===== src/hw/rtl/sapu_pkg.sv =====
`timescale 1ns / 1ps
// ----------------------------------------------------------------------------
// sapu_pkg: shared definitions for the strip ADC packet unpacker
// Opcodes, field select codes, packet layout constants and the command
// bundle passed from the controller to the datapath.
// ----------------------------------------------------------------------------
package sapu_pkg;

	// opcodes
	localparam logic [1:0] OP_LOAD  = 2'd0;
	localparam logic [1:0] OP_ADC   = 2'd1;
	localparam logic [1:0] OP_FIELD = 2'd2;

	// field select codes
	localparam logic [4:0] FS_EVT     = 5'd0;
	localparam logic [4:0] FS_FLAG    = 5'd1;
	localparam logic [4:0] FS_DET     = 5'd2;
	localparam logic [4:0] FS_DIB     = 5'd3;
	localparam logic [4:0] FS_CIB     = 5'd4;
	localparam logic [4:0] FS_BCLK    = 5'd5;
	localparam logic [4:0] FS_RCCADDR = 5'd6;
	localparam logic [4:0] FS_NRCC    = 5'd7;
	localparam logic [4:0] FS_FW      = 5'd8;
	localparam logic [4:0] FS_CHMODE  = 5'd9;
	localparam logic [4:0] FS_PED     = 5'd10;
	localparam logic [4:0] FS_EN      = 5'd11;
	localparam logic [4:0] FS_HYBRID  = 5'd12;
	localparam logic [4:0] FS_RCCBCLK = 5'd13;
	localparam logic [4:0] FS_PAR     = 5'd14;
	localparam logic [4:0] FS_DCMPAR  = 5'd15;
	localparam logic [4:0] FS_L1      = 5'd16;

	// packet layout
	localparam int STORE_DEPTH_DEF = 8192;
	localparam int WORDS_PER_CHIP  = 387;
	localparam int CHIPS           = 12;
	localparam int CHANNELS        = 128;
	localparam int CH_TOTAL        = CHIPS * CHANNELS;
	localparam int HDR_WORDS       = 17;
	localparam int TRL_MODE        = 4662;
	localparam int TRL_FW          = 4663;
	localparam int TRL_PAR         = 4664;
	localparam int TRL_DCMPAR      = 4665;
	localparam int MIN_WORDS       = 4666;
	localparam int CARD_MAX        = 5;
	localparam int RCCADDR_BASE    = 5;
	localparam int HYBRID_BASE     = 8;
	localparam int BCLK_HI_BASE    = 11;
	localparam int BCLK_LO_BASE    = 14;
	localparam int ADC_OFFSET      = 3;

	// widths of fixed-layout quantities
	localparam int FA_W   = 13;
	localparam int CHIP_W = 4;
	localparam int CH_W   = 7;

	// controller to datapath commands
	typedef struct packed {
		logic wr;
		logic capture;
		logic calc;
		logic rd1;
		logic rd2;
		logic fmt;
	} cmd_t;

endpackage


===== src/hw/rtl/sapu_ctrl.sv =====
`timescale 1ns / 1ps
// ----------------------------------------------------------------------------
// sapu_ctrl: request sequencer
// Accepts load beats without leaving idle, walks read requests through decode,
// two store lookups, formatting and output hand-off.
// ----------------------------------------------------------------------------
module sapu_ctrl (
	input  logic              clk,
	input  logic              arst_n,
	input  logic              in_valid,
	output logic              in_stall,
	input  logic [1:0]        opcode,
	output logic              out_valid,
	input  logic              out_stall,
	output sapu_pkg::cmd_t    cmd
);

	localparam logic [2:0] ST_IDLE = 3'd0;
	localparam logic [2:0] ST_CALC = 3'd1;
	localparam logic [2:0] ST_RD1  = 3'd2;
	localparam logic [2:0] ST_RD2  = 3'd3;
	localparam logic [2:0] ST_FMT  = 3'd4;
	localparam logic [2:0] ST_DONE = 3'd5;

	logic [2:0] state_q;
	logic [2:0] state_d;
	logic       accept;
	logic       is_read;

	// input handshake
	assign in_stall  = (state_q != ST_IDLE);
	assign out_valid = (state_q == ST_DONE);
	assign accept    = in_valid && !in_stall;
	assign is_read   = (opcode == sapu_pkg::OP_ADC) || (opcode == sapu_pkg::OP_FIELD);

	// datapath commands
	always_comb begin
		cmd         = '0;
		cmd.wr      = accept && (opcode == sapu_pkg::OP_LOAD);
		cmd.capture = accept && is_read;
		cmd.calc    = (state_q == ST_CALC);
		cmd.rd1     = (state_q == ST_RD1);
		cmd.rd2     = (state_q == ST_RD2);
		cmd.fmt     = (state_q == ST_FMT);
	end

	// next state
	always_comb begin
		state_d = state_q;
		unique case (state_q)
			ST_IDLE: begin
				if (accept && is_read) state_d = ST_CALC;
			end
			ST_CALC: state_d = ST_RD1;
			ST_RD1:  state_d = ST_RD2;
			ST_RD2:  state_d = ST_FMT;
			ST_FMT:  state_d = ST_DONE;
			ST_DONE: begin
				if (!out_stall) state_d = ST_IDLE;
			end
			default: state_d = ST_IDLE;
		endcase
	end

	always_ff @(posedge clk or negedge arst_n) begin
		if (!arst_n) begin
			state_q <= ST_IDLE;
		end else begin
			state_q <= state_d;
		end
	end

	// a read beat yields its result after a fixed walk
	a_read_latency: assert property (@(posedge clk) disable iff (!arst_n)
		cmd.capture |-> ##5 out_valid)
		else $error("read result not presented on time");

	// no beat is taken while a result waits
	a_hold_input: assert property (@(posedge clk) disable iff (!arst_n)
		out_valid |-> in_stall)
		else $error("input accepted while result pending");

	// a load beat leaves the block idle
	a_load_idle: assert property (@(posedge clk) disable iff (!arst_n)
		cmd.wr |=> (!out_valid && !in_stall))
		else $error("load beat disturbed the sequencer");

endmodule


===== config.mk =====
export PLATFORM = sky130hd
export DESIGN_NAME = sapu_ctrl
export DESIGN_NICKNAME = d
export VERILOG_FILES = /design/src/hw/rtl/sapu_pkg.sv /design/src/hw/rtl/sapu_ctrl.sv
export SDC_FILE = /design/constraint.sdc
export NUM_CORES = 1
export LEC_CHECK = 0
export ABC_AREA = 1
export ABC_CLOCK_PERIOD_IN_PS = 900
export BUFFER_PORTS_ARGS = -buffer_cell sky130_fd_sc_hd__buf_2
export CAP_MARGIN = 30
export CORE_AREA = 2 2 39 41
export CTS_CLUSTER_DIAMETER = 50
export CTS_CLUSTER_SIZE = 12
export DETAILED_ROUTE_END_ITERATION = 8
export DIE_AREA = 0 0 41 43
export GPL_TIMING_DRIVEN = 1
export SLEW_MARGIN = 20
export SYNTH_ARGS = -nofsm -noshare
export SYNTH_HDL_FRONTEND = slang
export SYNTH_SLANG_ARGS = --single-unit
export TNS_END_PERCENT = 10

===== constraint.sdc =====
create_clock -name clk -period 0.9 [get_ports clk]
set_input_delay 0 -clock clk [delete_from_list [all_inputs] [get_ports clk]]
set_output_delay 0 -clock clk [all_outputs]
set_load 0.01 [all_outputs]

Yosys cells after proc, flatten, opt, wreduce, memory -nomap -nowiden --
Index checks and enable logic that the tools add are counted.
Storage, ports and cells: flip-flop bits (word level) 3, word-level logic and storage cells 22, input port bits 6, output and inout bits 8
Cells by class: mux-type cells 3, reductions and logical operators 9, eq/ne operators 9
Operators with widths (number):
- case mux 3 bit (6 select lines) | 1
- == test 3 x 2 -> 1 bit (second input constant) | 2
- == test 3 bit (second input constant) | 2
- two-way mux 3 bit | 2
- != test 2 bit (second input constant) | 2
- == test 3 x 1 -> 1 bit (second input constant) | 1
- logical AND 1 bit | 3
- logical NOT 3 bit | 1
- nonzero test 3 bit | 1
- == test 2 x 1 -> 1 bit (second input constant) | 1
- == test 2 bit (second input constant) | 1
- logical NOT 2 bit | 1
- AND reduction 2 bit | 1
- logical NOT 1 bit | 1
- logical OR 1 bit | 1

Logic depth before layout (Yosys ltp) --
depth in word-level cells 6, gate-level depth with buffers 5, gate-level depth less buffers 5

Worst setup path before layout --
Ideal clock, no wire load.
kind register to register, start register state_q[2], end register state_q[2], cell stages (with the launch flop) 4, slack -0.062 ns, required time 0.835 ns, period minus slack after synthesis 0.962 ns, buffers on the path 0, setup time 0.065 ns, arrival 0.897 ns, cell sequence dfrtp_1 > nor3_1 > nor2_1 > nand2_1
RTL lines:
- start, declared | line sapu_ctrl.sv:25 | logic [2:0] state_q;
- start signal, assigned | line sapu_ctrl.sv:69 | state_q <= state_d;

Final worst setup path --
start register state_q[1], end output in_stall
Between the ends: longest elaborated chain between the ends 1
Ends and longest elaborated chain:
- nonzero test 3 bit | line sapu_ctrl.sv:31 | assign in_stall = (state_q != ST_IDLE);
- end, declared | line sapu_ctrl.sv:11 | output logic in_stall,
Every way passes these cells.

==> key figures <==
Run status
  • Status: finished with violations
  • Failing checks: negative setup slack

Timing
  • Highest clock rate: 897 MHz
  • Final period utilization: 124%
  • Max Slew Vio Count: 0
  • Final WS setup: -214 ps
  • Final setup violation count: 10
  • RSZ-0062 raised after global routing: true
  • Worst-margin pin slew: 202 ps
  • Period minus WS final: 1110 ps
  • Final hold slack: 84.9 ps
  • Final Skew: about 2.6 ps
  • Slew margin rel.: 86.4%
  • Final hold viol count: 0

Final layout
  • Final net count: 63
  • Ant diodes: 0
  • Layout cell share with drive strength beyond 1: roughly 53%
  • Top flop regs: state_q: 3 flops
  • Max FFs per register: 3
  • Area grow syn2layout: 91.2%
  • Largest Register: state_q

Detailed routing
  • Initial DRC Count: 0
  • Vias per inst: 3.76
  • Post-route ant nets: 0
  • DRC errors left: 0
  • DR WL/cell: slightly above 8 um
  • DRT Pass-1 Iters: 1
  • DR vias: 267
  • DRT Wirelength: between 500 and 600 um

Hold path
  • Hold Crit Class: input port to async pin

Logic synthesis
  • Post-synthesis cell type count: 12
  • Mux share of post-synthesis cell area: 0%
  • Simple-Gate Fraction of Synth Area: 29.2%
  • Ys Warns: 0
  • Yosys top cell by area: dfrtp_1
  • Mapped Area: 214 sq um
  • Syn Inst Count: 33
  • Flops & latches, synth: 3
  • Main combinational cell family by area after synthesis: simple AND/OR/NAND/NOR gates
  • Most used flip-flop cell after synthesis: dfrtp_1
  • Top-count cell post-synth: inv_1
  • Avg Inst Size Synth: 6.48 sq um
  • EDFF count, synth: 0
  • Synth top area share: a little over a third
  • Largest cells by area after synthesis: dfrtp_1 (35%), inv_1 (18%), nor2_1 (11%)
  • Synth Area in Adders: 5.85%
  • Sequential area share after synthesis: 35.1%
  • Synth cell count leaders: inv_1 (10), nor2_1 (6), nand2_1 (4)
  • Synth Area in XOR/XNOR: 0%
  • Synthesized net count: 40
  • Synth Area in Compound Gates: 10.5%
  • Async S/R FF share, synth: 100%

Floorplanning
  • Die Wd: between 40 and 50 um
  • Core Area: 0.00138 sq mm
  • I/O Pins: 14
  • Die Y: 43 um
  • Site row count: 14
  • Initial Util: 15.5%
  • Die Area: about 0.0018 sq mm

Power and ir drop
  • Comb pwr share: 58.7%
  • Power, Total: between 1 and 1.5 mW
  • LEAKAGE: around 0.24 nW
  • Pwr Density: 3150 mW/mm^2
  • NetSw: 0.551 mW
  • Cell internal pwr: 0.737 mW
  • Seq pwr share: between 20% and 30%
  • Switching share of power: a little over two fifths
  • Clock power share: 18.1%
  • Worst vdd ir: a little over 1 mV

GRT
  • First-pass GRT wire length: 903 um
  • Largest net degree at the start of global routing: 7
  • Initial antenna violation count: 0
  • Total grt overflow: 0
  • Total global-route track usage: just over 8%
  • Vias in the first global route: around 240

Place
  • Buffers on Ports: 13
  • Dpl hpwl: 468 um
  • RePlAce Congestion: 0.727

Clocking
  • CTS tree: done
  • Max Root-Sink Buffers: 2
  • Sink Count: 3
  • CTS Buf Count: 3
  • # H-tree levels: 1
  • Clock tree root buffer cell: clkbuf_4
  • Skew-Pair Late Insertion Delay: approximately 230 ps
  • Clock transition at path regs: 40 ps

Critical path
  • CP startpoint kind: flip-flop
  • WS Path Type: flip-flop to output pin
  • Required time worst endpoint: 900 ps
  • Worst EP arrival: 1110 ps
  • Crit path max fanout: 3
  • Critical Path End Type: output pin

Run
  • Max cap viols: 0
-- what timing repair did --
| action | 4_1_cts | 5_1_grt |
|---|---|---|
| gates resized for setup | 7 | 6 |
| pin swaps | 5 | 2 |
| hold buffers | 1 | 0 |
| hold endpoints to repair | 3 | 0 |
| buffers inserted | 1 | 0 |
| endpoints found under the setup margin | 10 | 10 |
-- power groups by stage --
stage               clock network [mW]  logic (mW)  registers, mW
detailed placement                   0       0.613          0.256
global route                     0.271       0.851          0.310
finish                           0.233       0.757          0.298
global placement                     0       0.598          0.251
CTS                              0.246       0.725          0.280
floorplan                            0       0.341          0.244
-- path summary, 6_finish.rpt --
| check | startpoint | endpoint | slack (ps) | depth (start not counted) |
|---|---|---|---|---|
| min reg2reg | state_q[1] | state_q[1] | 660 | 2 |
| max reg2reg | state_q[2] | state_q[0] | -70 | 4 |
| min in group clk | out_stall | state_q[2] | 80 | 5 |
| min | arst_n | state_q[1] | 80 | 2 |
| max in group asynchronous | arst_n | state_q[2] | 700 | 2 |
| max | state_q[1] | in_stall | -210 | 4 |
-- through the flow --
stage	utilization [%]	cells	worst slack [ps]	instance area (sq um)	TNS, ps
final	29.6	71	-214	409	-1490
after global routing	29.6	71	-305	409	-2420
after CTS	28.4	71	-221	393	-1600
after detailed placement	23.6	65	-95.0	327	-124
after global placement	23.6	65	-32.0	327	-32.0
after floorplan	-	33	-54.8	219	-54.8
-- critical path, stage by stage (launching register included) --
cell and delay, ps:
dfrtp_1 420, nor2_4 150, nand2_1 80, buf_4 130
buf_6 110
-- layout make-up --
cell class / count / area, sq um
repair buffers: 18 / 121
fillers: 153 / 975
inverters: 11 / 43.8
well taps: 16 / 20.0
flip-flops and latches: 3 / 76.3
multi-input cells: 19 / 121
clock buffers: 4 / 26.3
-- cell families (layout without fill, tap and decap cells) --
kind of cell	after synthesis	count (layout)
fa+ha+maj	1	1
compound gates	4	4
flops	3	3
simple gates	14	14
buf+inv	11	33
-- layer usage --
layer	track usage, %	routed length, um	vias to the layer above
li1	-	-	141
met1	9.12	210	120
met2	10.9	345	6
met3	1.57	28	0
met4	10.0	0	0
met5	0	0	-
-- cells in the final DEF (no fill, tap or decap), types with 2 or more instances in the layout --
| cell type | instances |
|---|---|
| clkbuf_4 | 3 |
| buf_4 | 3 |
| inv_2 | 3 |
| dfrtp_1 | 2 |
| buf_2 | 11 |
| buf_6 | 3 |
| nor2_1 | 5 |
| inv_1 | 7 |
| nand2_1 | 4 |
Note: power is estimated with default switching activity, not from simulation.
